**src/hdl/assert_macros.svh**
```systemverilog
// ----------------------------------------------------------------------------
// assertion macros shared by the checking code of the bar meter
// ----------------------------------------------------------------------------
`ifndef ASSERT_MACROS_SVH
`define ASSERT_MACROS_SVH

// same-cycle implication, checked outside reset
`define SBPH_ASSERT_NOW(lbl, clk, rst_n, ante, cons, msg) \
    lbl: assert property (@(posedge clk) disable iff (!rst_n) (ante) |-> (cons)) \
        else $error(msg);

// next-cycle implication, checked outside reset
`define SBPH_ASSERT_NEXT(lbl, clk, rst_n, ante, cons, msg) \
    lbl: assert property (@(posedge clk) disable iff (!rst_n) (ante) |=> (cons)) \
        else $error(msg);

`endif

```
**src/hdl/sbph_pkg.sv**
```systemverilog
// ----------------------------------------------------------------------------
// sbph_pkg
// types and constants of the spectrum bar meter with peak hold
// ----------------------------------------------------------------------------
package sbph_pkg;

    // field widths
    localparam int BIN_W   = 8;
    localparam int MAG_W   = 16;
    localparam int SEG_W   = 8;
    localparam int BARNO_W = 4;
    localparam int BIN_CNT = 2 ** BIN_W;

    // default geometry
    localparam int NUM_BARS_DEF     = 16;
    localparam int BINS_PER_BAR_DEF = 14;

    // configuration port
    localparam int CFG_IDX_W  = 1;
    localparam int CFG_DATA_W = 16;
    localparam logic [CFG_IDX_W-1:0] CFG_USE_NORM = 1'b0;
    localparam logic [CFG_IDX_W-1:0] CFG_DECAY    = 1'b1;

    // reset decay rate, 5.0 segments per second in Q8.8
    localparam logic [MAG_W-1:0] DECAY_RESET = 16'd1280;
    // peak marker is drawn below this segment
    localparam logic [SEG_W-1:0] PEAK_LIMIT  = 8'd17;

    // incoming bin word
    typedef struct packed {
        logic [BIN_W-1:0] bin_index;
        logic [MAG_W-1:0] raw_mag;
        logic [MAG_W-1:0] norm_mag;
        logic [MAG_W-1:0] frame_time;
    } t_bin_word;

    // outgoing bar word
    typedef struct packed {
        logic [BARNO_W-1:0] bar_number;
        logic [SEG_W-1:0]   lit_segments;
        logic [SEG_W-1:0]   peak_segment;
        logic               peak_shown;
        logic               last_bar;
    } t_bar_word;

    // bar update request from the grouping stage
    typedef struct packed {
        logic [MAG_W-1:0] height;
        logic [MAG_W-1:0] dec;
    } t_bar_req;

endpackage

```
**src/hdl/sbph_ram.sv**
```systemverilog
// ----------------------------------------------------------------------------
// sbph_ram
// simple dual-port ram, one write and one registered read port
// ----------------------------------------------------------------------------
module sbph_ram #(
    parameter int WIDTH = 16,
    parameter int DEPTH = 16
) (
    input  logic                                   i_clk,
    input  logic                                   i_we,
    input  logic [((DEPTH > 1) ? $clog2(DEPTH) : 1)-1:0] i_waddr,
    input  logic [WIDTH-1:0]                       i_wdata,
    input  logic                                   i_re,
    input  logic [((DEPTH > 1) ? $clog2(DEPTH) : 1)-1:0] i_raddr,
    output logic [WIDTH-1:0]                       o_rdata
);

    logic [WIDTH-1:0] r_mem [DEPTH];
    logic [WIDTH-1:0] r_rdata;

    // write port
    always_ff @(posedge i_clk) begin
        if (i_we) begin
            r_mem[i_waddr] <= i_wdata;
        end
    end

    // registered read, old data on a colliding write
    always_ff @(posedge i_clk) begin
        if (i_re) begin
            r_rdata <= r_mem[i_raddr];
        end
    end

    assign o_rdata = r_rdata;

endmodule

```
**src/hdl/sbph_group.sv**
```systemverilog
// ----------------------------------------------------------------------------
// sbph_group
// input register, configuration, bin grouping and running group maximum
// ----------------------------------------------------------------------------
module sbph_group #(
    parameter int NUM_BARS     = 16,
    parameter int BINS_PER_BAR = 14,
    parameter int BAR_W        = 4
) (
    input  logic                           i_clk,
    input  logic                           i_rst_n,
    input  logic                           i_adv,
    input  logic                           i_in_valid,
    input  sbph_pkg::t_bin_word            i_in_word,
    input  logic                           i_cfg_we,
    input  logic [sbph_pkg::CFG_IDX_W-1:0]  i_cfg_idx,
    input  logic [sbph_pkg::CFG_DATA_W-1:0] i_cfg_data,
    output logic                           o_req_valid,
    output logic [BAR_W-1:0]               o_req_bar,
    output sbph_pkg::t_bar_req             o_req
);
    import sbph_pkg::*;

    localparam int POS_W = (BINS_PER_BAR > 1) ? $clog2(BINS_PER_BAR) : 1;
    localparam int unsigned TOTAL = NUM_BARS * BINS_PER_BAR;

    logic             r_use_norm;
    logic [MAG_W-1:0] r_decay;
    logic             r_in_valid;
    t_bin_word        r_in;
    logic [MAG_W-1:0] r_gmax;
    logic [MAG_W-1:0] n_gmax;

    logic [BAR_W-1:0]   bar_lut [BIN_CNT];
    logic [POS_W-1:0]   pos_lut [BIN_CNT];
    logic [BAR_W-1:0]   bin_bar;
    logic [POS_W-1:0]   bin_pos;
    logic               in_range;
    logic               is_last;
    logic [MAG_W-1:0]   sel_mag;
    logic [2*MAG_W-1:0] dec_prod;

    // bin to bar and position tables, folded at elaboration
    for (genvar g = 0; g < BIN_CNT; g++) begin : g_lut
        assign bar_lut[g] = BAR_W'(g / BINS_PER_BAR);
        assign pos_lut[g] = POS_W'(g % BINS_PER_BAR);
    end

    // configuration registers
    always_ff @(posedge i_clk) begin
        if (!i_rst_n) begin
            r_use_norm <= 1'b0;
            r_decay    <= DECAY_RESET;
        end else if (i_cfg_we) begin
            case (i_cfg_idx)
                CFG_USE_NORM: r_use_norm <= i_cfg_data[0];
                CFG_DECAY:    r_decay    <= i_cfg_data;
                default: ;
            endcase
        end
    end

    // input word register
    always_ff @(posedge i_clk) begin
        if (!i_rst_n) begin
            r_in_valid <= 1'b0;
        end else if (i_adv) begin
            r_in_valid <= i_in_valid;
        end
    end

    always_ff @(posedge i_clk) begin
        if (i_adv) begin
            r_in <= i_in_word;
        end
    end

    // grouping and running maximum
    always_comb begin
        bin_bar  = bar_lut[r_in.bin_index];
        bin_pos  = pos_lut[r_in.bin_index];
        in_range = {24'd0, r_in.bin_index} < TOTAL;
        is_last  = bin_pos == POS_W'(BINS_PER_BAR - 1);
        sel_mag  = r_use_norm ? r_in.norm_mag : r_in.raw_mag;
        if ((bin_pos == '0) || (sel_mag > r_gmax)) begin
            n_gmax = sel_mag;
        end else begin
            n_gmax = r_gmax;
        end
    end

    always_ff @(posedge i_clk) begin
        if (!i_rst_n) begin
            r_gmax <= '0;
        end else if (i_adv && r_in_valid && in_range) begin
            r_gmax <= is_last ? '0 : n_gmax;
        end
    end

    // decrement, Q8.8 rate times Q0.16 time, truncated to Q8.8
    assign dec_prod = r_decay * r_in.frame_time;

    assign o_req_valid = r_in_valid && in_range && is_last;
    assign o_req_bar   = bin_bar;
    assign o_req       = '{height: n_gmax, dec: dec_prod[2*MAG_W-1:MAG_W]};

endmodule

```
**src/hdl/sbph_peak.sv**
```systemverilog
// ----------------------------------------------------------------------------
// sbph_peak
// held peak store, peak raise and decay, and the output register
// ----------------------------------------------------------------------------
module sbph_peak #(
    parameter int NUM_BARS = 16,
    parameter int BAR_W    = 4
) (
    input  logic                i_clk,
    input  logic                i_rst_n,
    input  logic                i_req_valid,
    input  logic [BAR_W-1:0]    i_req_bar,
    input  sbph_pkg::t_bar_req  i_req,
    input  logic                i_out_stall,
    output logic                o_adv,
    output logic                o_out_valid,
    output sbph_pkg::t_bar_word o_out_word
);
    import sbph_pkg::*;

    logic                r_s1_valid;
    logic [BAR_W-1:0]    r_s1_bar;
    t_bar_req            r_s1_req;
    logic                r_s1_vld;
    logic [NUM_BARS-1:0] r_pk_vld;
    logic                r_fwd_valid;
    logic [BAR_W-1:0]    r_fwd_bar;
    logic [MAG_W-1:0]    r_fwd_peak;
    logic                r_out_valid;
    t_bar_word           r_out;

    logic             adv;
    logic [MAG_W-1:0] ram_rdata;
    logic [MAG_W-1:0] old_peak;
    logic [MAG_W-1:0] n_peak;
    t_bar_word        n_out;

    // pipeline moves unless a finished word is held by the consumer
    assign adv = !r_out_valid || !i_out_stall;

    // held peak per bar
    sbph_ram #(
        .WIDTH (MAG_W),
        .DEPTH (NUM_BARS)
    ) u_peak_ram (
        .i_clk   (i_clk),
        .i_we    (adv && r_s1_valid),
        .i_waddr (r_s1_bar),
        .i_wdata (n_peak),
        .i_re    (adv),
        .i_raddr (i_req_bar),
        .o_rdata (ram_rdata)
    );

    // peak raise or decay, with bypass of the write made during the read
    always_comb begin
        if (r_fwd_valid && (r_fwd_bar == r_s1_bar)) begin
            old_peak = r_fwd_peak;
        end else if (r_s1_vld) begin
            old_peak = ram_rdata;
        end else begin
            old_peak = '0;
        end
        if (r_s1_req.height > old_peak) begin
            n_peak = r_s1_req.height;
        end else if (r_s1_req.dec >= old_peak) begin
            n_peak = '0;
        end else begin
            n_peak = old_peak - r_s1_req.dec;
        end
        n_out.bar_number   = BARNO_W'(r_s1_bar);
        n_out.lit_segments = r_s1_req.height[MAG_W-1:MAG_W-SEG_W];
        n_out.peak_segment = n_peak[MAG_W-1:MAG_W-SEG_W];
        n_out.peak_shown   = n_peak[MAG_W-1:MAG_W-SEG_W] < PEAK_LIMIT;
        n_out.last_bar     = r_s1_bar == BAR_W'(NUM_BARS - 1);
    end

    // control registers
    always_ff @(posedge i_clk) begin
        if (!i_rst_n) begin
            r_s1_valid  <= 1'b0;
            r_fwd_valid <= 1'b0;
            r_out_valid <= 1'b0;
            r_pk_vld    <= '0;
        end else if (adv) begin
            r_s1_valid  <= i_req_valid;
            r_fwd_valid <= r_s1_valid;
            r_out_valid <= r_s1_valid;
            if (r_s1_valid) begin
                r_pk_vld[r_s1_bar] <= 1'b1;
            end
        end
    end

    // payload registers
    always_ff @(posedge i_clk) begin
        if (adv) begin
            r_s1_bar   <= i_req_bar;
            r_s1_req   <= i_req;
            r_s1_vld   <= r_pk_vld[i_req_bar];
            r_fwd_bar  <= r_s1_bar;
            r_fwd_peak <= n_peak;
            r_out      <= n_out;
        end
    end

    assign o_adv       = adv;
    assign o_out_valid = r_out_valid;
    assign o_out_word  = r_out;

endmodule

```
**src/hdl/spectrum_bar_peak_hold.sv**
```systemverilog
// ----------------------------------------------------------------------------
// spectrum_bar_peak_hold: bar meter with per-bar peak hold
// registers: peak stage, then output, after a bar's last bin is taken
// throughput: one bin per unstalled cycle, set by the peak ram RMW loop
// reset: sync, sets config, clears pipeline valids, group max and peak valids
// ----------------------------------------------------------------------------
`include "assert_macros.svh"

module spectrum_bar_peak_hold #(
    parameter int NUM_BARS     = sbph_pkg::NUM_BARS_DEF,
    parameter int BINS_PER_BAR = sbph_pkg::BINS_PER_BAR_DEF
) (
    input  logic                           i_clk,
    input  logic                           i_rst_n,
    input  logic                           i_in_valid,
    output logic                           o_in_stall,
    input  sbph_pkg::t_bin_word            i_in_word,
    output logic                           o_out_valid,
    input  logic                           i_out_stall,
    output sbph_pkg::t_bar_word            o_out_word,
    input  logic                           i_cfg_we,
    input  logic [sbph_pkg::CFG_IDX_W-1:0]  i_cfg_idx,
    input  logic [sbph_pkg::CFG_DATA_W-1:0] i_cfg_data
);
    import sbph_pkg::*;

    localparam int BAR_W = (NUM_BARS > 1) ? $clog2(NUM_BARS) : 1;

    logic             adv;
    logic             req_valid;
    logic [BAR_W-1:0] req_bar;
    t_bar_req         req;

    // grouping stage
    sbph_group #(
        .NUM_BARS     (NUM_BARS),
        .BINS_PER_BAR (BINS_PER_BAR),
        .BAR_W        (BAR_W)
    ) u_group (
        .i_clk       (i_clk),
        .i_rst_n     (i_rst_n),
        .i_adv       (adv),
        .i_in_valid  (i_in_valid),
        .i_in_word   (i_in_word),
        .i_cfg_we    (i_cfg_we),
        .i_cfg_idx   (i_cfg_idx),
        .i_cfg_data  (i_cfg_data),
        .o_req_valid (req_valid),
        .o_req_bar   (req_bar),
        .o_req       (req)
    );

    // peak stage and output register
    sbph_peak #(
        .NUM_BARS (NUM_BARS),
        .BAR_W    (BAR_W)
    ) u_peak (
        .i_clk       (i_clk),
        .i_rst_n     (i_rst_n),
        .i_req_valid (req_valid),
        .i_req_bar   (req_bar),
        .i_req       (req),
        .i_out_stall (i_out_stall),
        .o_adv       (adv),
        .o_out_valid (o_out_valid),
        .o_out_word  (o_out_word)
    );

    assign o_in_stall = !adv;

    // checks
    `SBPH_ASSERT_NOW(a_peak_flag_consistent, i_clk, i_rst_n, o_out_valid, o_out_word.peak_shown == (o_out_word.peak_segment < PEAK_LIMIT), "peak flag disagrees with peak segment")
    `SBPH_ASSERT_NOW(a_stall_only_when_held, i_clk, i_rst_n, o_in_stall, o_out_valid && i_out_stall, "input stalled with no held output word")

endmodule

```
**config.mk**
```make
export PLATFORM = sky130hd
export DESIGN_NAME = spectrum_bar_peak_hold
export DESIGN_NICKNAME = d
export VERILOG_FILES = /design/src/hdl/sbph_pkg.sv /design/src/hdl/sbph_ram.sv /design/src/hdl/sbph_group.sv /design/src/hdl/sbph_peak.sv /design/src/hdl/spectrum_bar_peak_hold.sv
export VERILOG_INCLUDE_DIRS = /design/src /design/src/hdl
export SDC_FILE = /design/constraint.sdc
export NUM_CORES = 1
export LEC_CHECK = 0
export BUFFER_PORTS_ARGS = -buffer_cell sky130_fd_sc_hd__clkbuf_2
export CAP_MARGIN = 15
export CORE_ASPECT_RATIO = 0.9
export CORE_MARGIN = 2
export CORE_UTILIZATION = 55
export DETAILED_ROUTE_END_ITERATION = 7
export HOLD_SLACK_MARGIN = 0.03
export PLACE_DENSITY = 0.83
export REMOVE_ABC_BUFFERS = 1
export SETUP_SLACK_MARGIN = 0.2
export SLEW_MARGIN = 10
export SYNTH_ARGS = -nofsm -noshare
export SYNTH_HDL_FRONTEND = slang
export SYNTH_SLANG_ARGS = --single-unit
```
**constraint.sdc**
```tcl
create_clock -name i_clk -period 7.4 [get_ports i_clk]
set_clock_uncertainty 0.1 [all_clocks]
set_input_delay 0.74 -clock i_clk [delete_from_list [all_inputs] [get_ports i_clk]]
set_output_delay 0.74 -clock i_clk [all_outputs]
set_load 0.05 [all_outputs]
```
==> impl_metrics.tcl <==
set metrics [dict create \
    hold_class "primary input to flip-flop" \
    status "finished, final reports clean" \
    die_y_um 217 \
    crit_type "flip-flop to flip-flop" \
    grt.total_usage_pct 26.5 \
    tightest_slew_ps 1040 \
    cap_viol_max_count 0 \
    yosysTopAreaCell "edfxtp_1" \
    setup_viol 0 \
    antenna_found_initial 0 \
    fmax_mhz 147 \
    rows 77 \
    clock-root-buffer "clkbuf_16" \
    ir_drop_uv 184 \
    postRouteAntennaNets 0 \
    netlist.area_leader.share_pct 42.9 \
    gr-total-overflow 0 \
    synthArstFlopShare_pct 0 \
    place.detailed.hpwl_mm 46.5 \
    num-nets-final 2869 \
    hold_ws_ps 213 \
    io_pins 102 \
    die_x_um 240 \
    grt_pass1_vias 18800 \
    syn_area_sq_um 27600 \
    diodes 0 \
    fin_cells 3149 \
    slew_viol_final 0 \
    clkTransAtPathRegs_ps 70 \
    dpl.cell_count 3064 \
    synth_seq_area_share_pct 46.7 \
    htree_levels 2 \
    period_share_pct 92.0 \
    syn_inst 2357 \
    yosys.cell_count.top_type "nand2_1" \
    finish.instance_area_sq_um 30400 \
    cts_tree "done" \
    start_util_pct 56.0 \
    cp-start-kind "flip-flop" \
    slew_headroom_pct 30.7 \
    rsz0062_at_grt "no" \
    vias 18500 \
    via_per_inst 5.87 \
    numCtsBuffers 45 \
    period_needed_ps 6810 \
    timing.final.ws_setup_ps 590 \
    cts_resized 0 \
    drcViolationCount 0 \
    cp_max_fo 16 \
    synthTopCellsByCount "402 x nand2_1, 395 x edfxtp_1, 290 x inv_1, 194 x fa_1, 155 x ha_1" \
    core_area_sq_um 49300 \
    worst_ep_required_time_ps 7640 \
    cp-end-kind "flip-flop" \
    dp_worst_setup_slack_ps 633 \
    grt_start_max_net_pins 68 \
    dpl_cell_area_sq_um 28800 \
    place_congestion 0.938 \
    port_buffers 101 \
    drt_iter0_markers 2145 \
    clk_latency_ps 600 \
    avgSynthCellArea_sq_um 11.7 \
    layout-drive-gt1-share_pct 13.0 \
    clockBufferDepth 3 \
    routed_wl_mm 67.3 \
    clock_sinks 447 \
    arrival_ps 7050 \
    wl_per_cell_um 21.4 \
    synth_cell_type_count 70 \
    firstDrtPassIters 6 \
    ys_seq_elements 447 \
    synth-edff-count 395 \
    num-fill-cells 3776 \
    p_leak_nw 12.8 \
    yosys_warnings 0 \
    final_core_util_pct 61.6 \
    synth_flop_cell "edfxtp_1" \
    post_cts_buffers 0 \
    die_area_sq_um 52000 \
    hold_viol 0 \
    power_mw 8.38 \
    tns_ps 0 \
    power.density_nw_per_um2 275 \
    synthTopCellsByArea "edfxtp_1 43%, fa_1 14%, ha_1 7.0%" \
    syn_to_final_growth_pct 10.0 \
    ctsHoldBuffers 0 \
    grt_pass1_wl_mm 105 \
]
## registers in the layout (all words and copies together), names as in the netlist
register	count
u_peak.u_peak_ram.r_mem	256
u_group.r_in	56
u_peak.r_s1_req	24
u_peak.o_out_word	22
u_group.r_decay	16
u_group.r_gmax	16
u_peak.r_pk_vld	16
u_peak.u_peak_ram.o_rdata	16
u_peak.n_out	8
u_peak.r_fwd_peak	8
u_peak.r_s1_bar	4
u_group.r_in_valid	1
u_group.r_use_norm	1
u_peak.o_out_valid	1
u_peak.r_s1_valid	1
u_peak.r_s1_vld	1
## power by group
group,leakage (nW),switching (mW),internal (mW)
logic,7.77,1.65,0.963
clock network,0.768,0.995,1.39
registers,4.25,0.140,3.24
## final timing paths
path,from,to,slack (ps),depth (start not counted)
max,u_group.r_in[7],u_peak.r_s1_req[14],590,20
min,i_in_word[27],u_group.r_in[27],210,1
max reg2reg,u_group.r_in[7],u_peak.r_s1_req[14],590,20
min reg2reg,u_group.r_gmax[6],u_group.r_gmax[6],360,2
## cells in the final DEF, fill, tap and decap left out, types with 6 or more instances in the layout
| master | n |
|---|---|
| clkbuf_16 | 46 |
| a31oi_1 | 24 |
| o211ai_1 | 7 |
| or2_2 | 6 |
| mux4_2 | 35 |
| o22ai_1 | 7 |
| xnor2_1 | 17 |
| nor2_1 | 53 |
| nand4_1 | 12 |
| or3_1 | 6 |
| clkbuf_2 | 101 |
| xor2_1 | 12 |
| fa_1 | 194 |
| inv_1 | 290 |
| edfxtp_1 | 395 |
| a21oi_1 | 51 |
| nor3_2 | 9 |
| dfxtp_1 | 52 |
| nand2b_1 | 10 |
| a211oi_1 | 6 |
| o21a_1 | 46 |
| a21boi_0 | 18 |
| and2_1 | 119 |
| bufinv_16 | 6 |
| clkinv_2 | 11 |
| buf_4 | 52 |
| nor3_1 | 15 |
| nand2_1 | 401 |
| nand3_1 | 29 |
| o21ai_1 | 12 |
| a32oi_1 | 34 |
| mux2_2 | 31 |
| mux2i_1 | 39 |
| nor2b_1 | 15 |
| o21ai_0 | 46 |
| a21o_1 | 21 |
| ha_1 | 155 |
| o31ai_1 | 7 |
## per-layer routing
layer	part of all wire, %	vias up	global-route usage, %	wire (um)
met2	46	967	41.6	30700
li1	-	8260	-	-
met3	11	161	6.55	7120
met5	0	-	0	0
met4	3.8	0	10.4	2550
met1	40	9090	35.6	26900
## critical path: stages (launching register included)
cell and delay (ps):
edfxtp_1 800, nand2_1 170, fa_1 560, inv_1 50, fa_1 470, fa_1 570
fa_1 430, fa_1 490, inv_1 50, fa_1 500, inv_1 50, ha_1 350
a21o_1 200, a21o_1 170, a21oi_1 250, o22ai_1 160, o31ai_1 520, o311a_1 280
nand2b_1 100, a21oi_1 200, xnor2_1 90
## cell families (layout without fill, tap and decap cells)
group | count (synthesis) | after routing | synth area share (%)
buffers and inverters | 411 | 532 | 6.18
XOR/XNOR | 29 | 29 | 0.919
AO/OA/AOI/OAI | 320 | 320 | 7.92
flip-flops | 447 | 447 | 46.7
multiplexers | 107 | 107 | 5.71
AND/OR/NAND/NOR | 693 | 693 | 11.5
adder cells (fa/ha/maj) | 350 | 350 | 21.1
## layout make-up
cell class / count / area (sq um) / area share [%]
clock buffers: 54 / 1210 / 3.98
clock inverters: 29 / 350 / 1.15
inverters: 294 / 1100 / 3.63
multi-input cells: 1499 / 13100 / 43.0
flip-flops and latches: 447 / 12900 / 42.4
well taps: 671 / 840 / 2.76
repair buffers: 155 / 922 / 3.03
No activity file was read; power rests on OpenSTA's default activity.
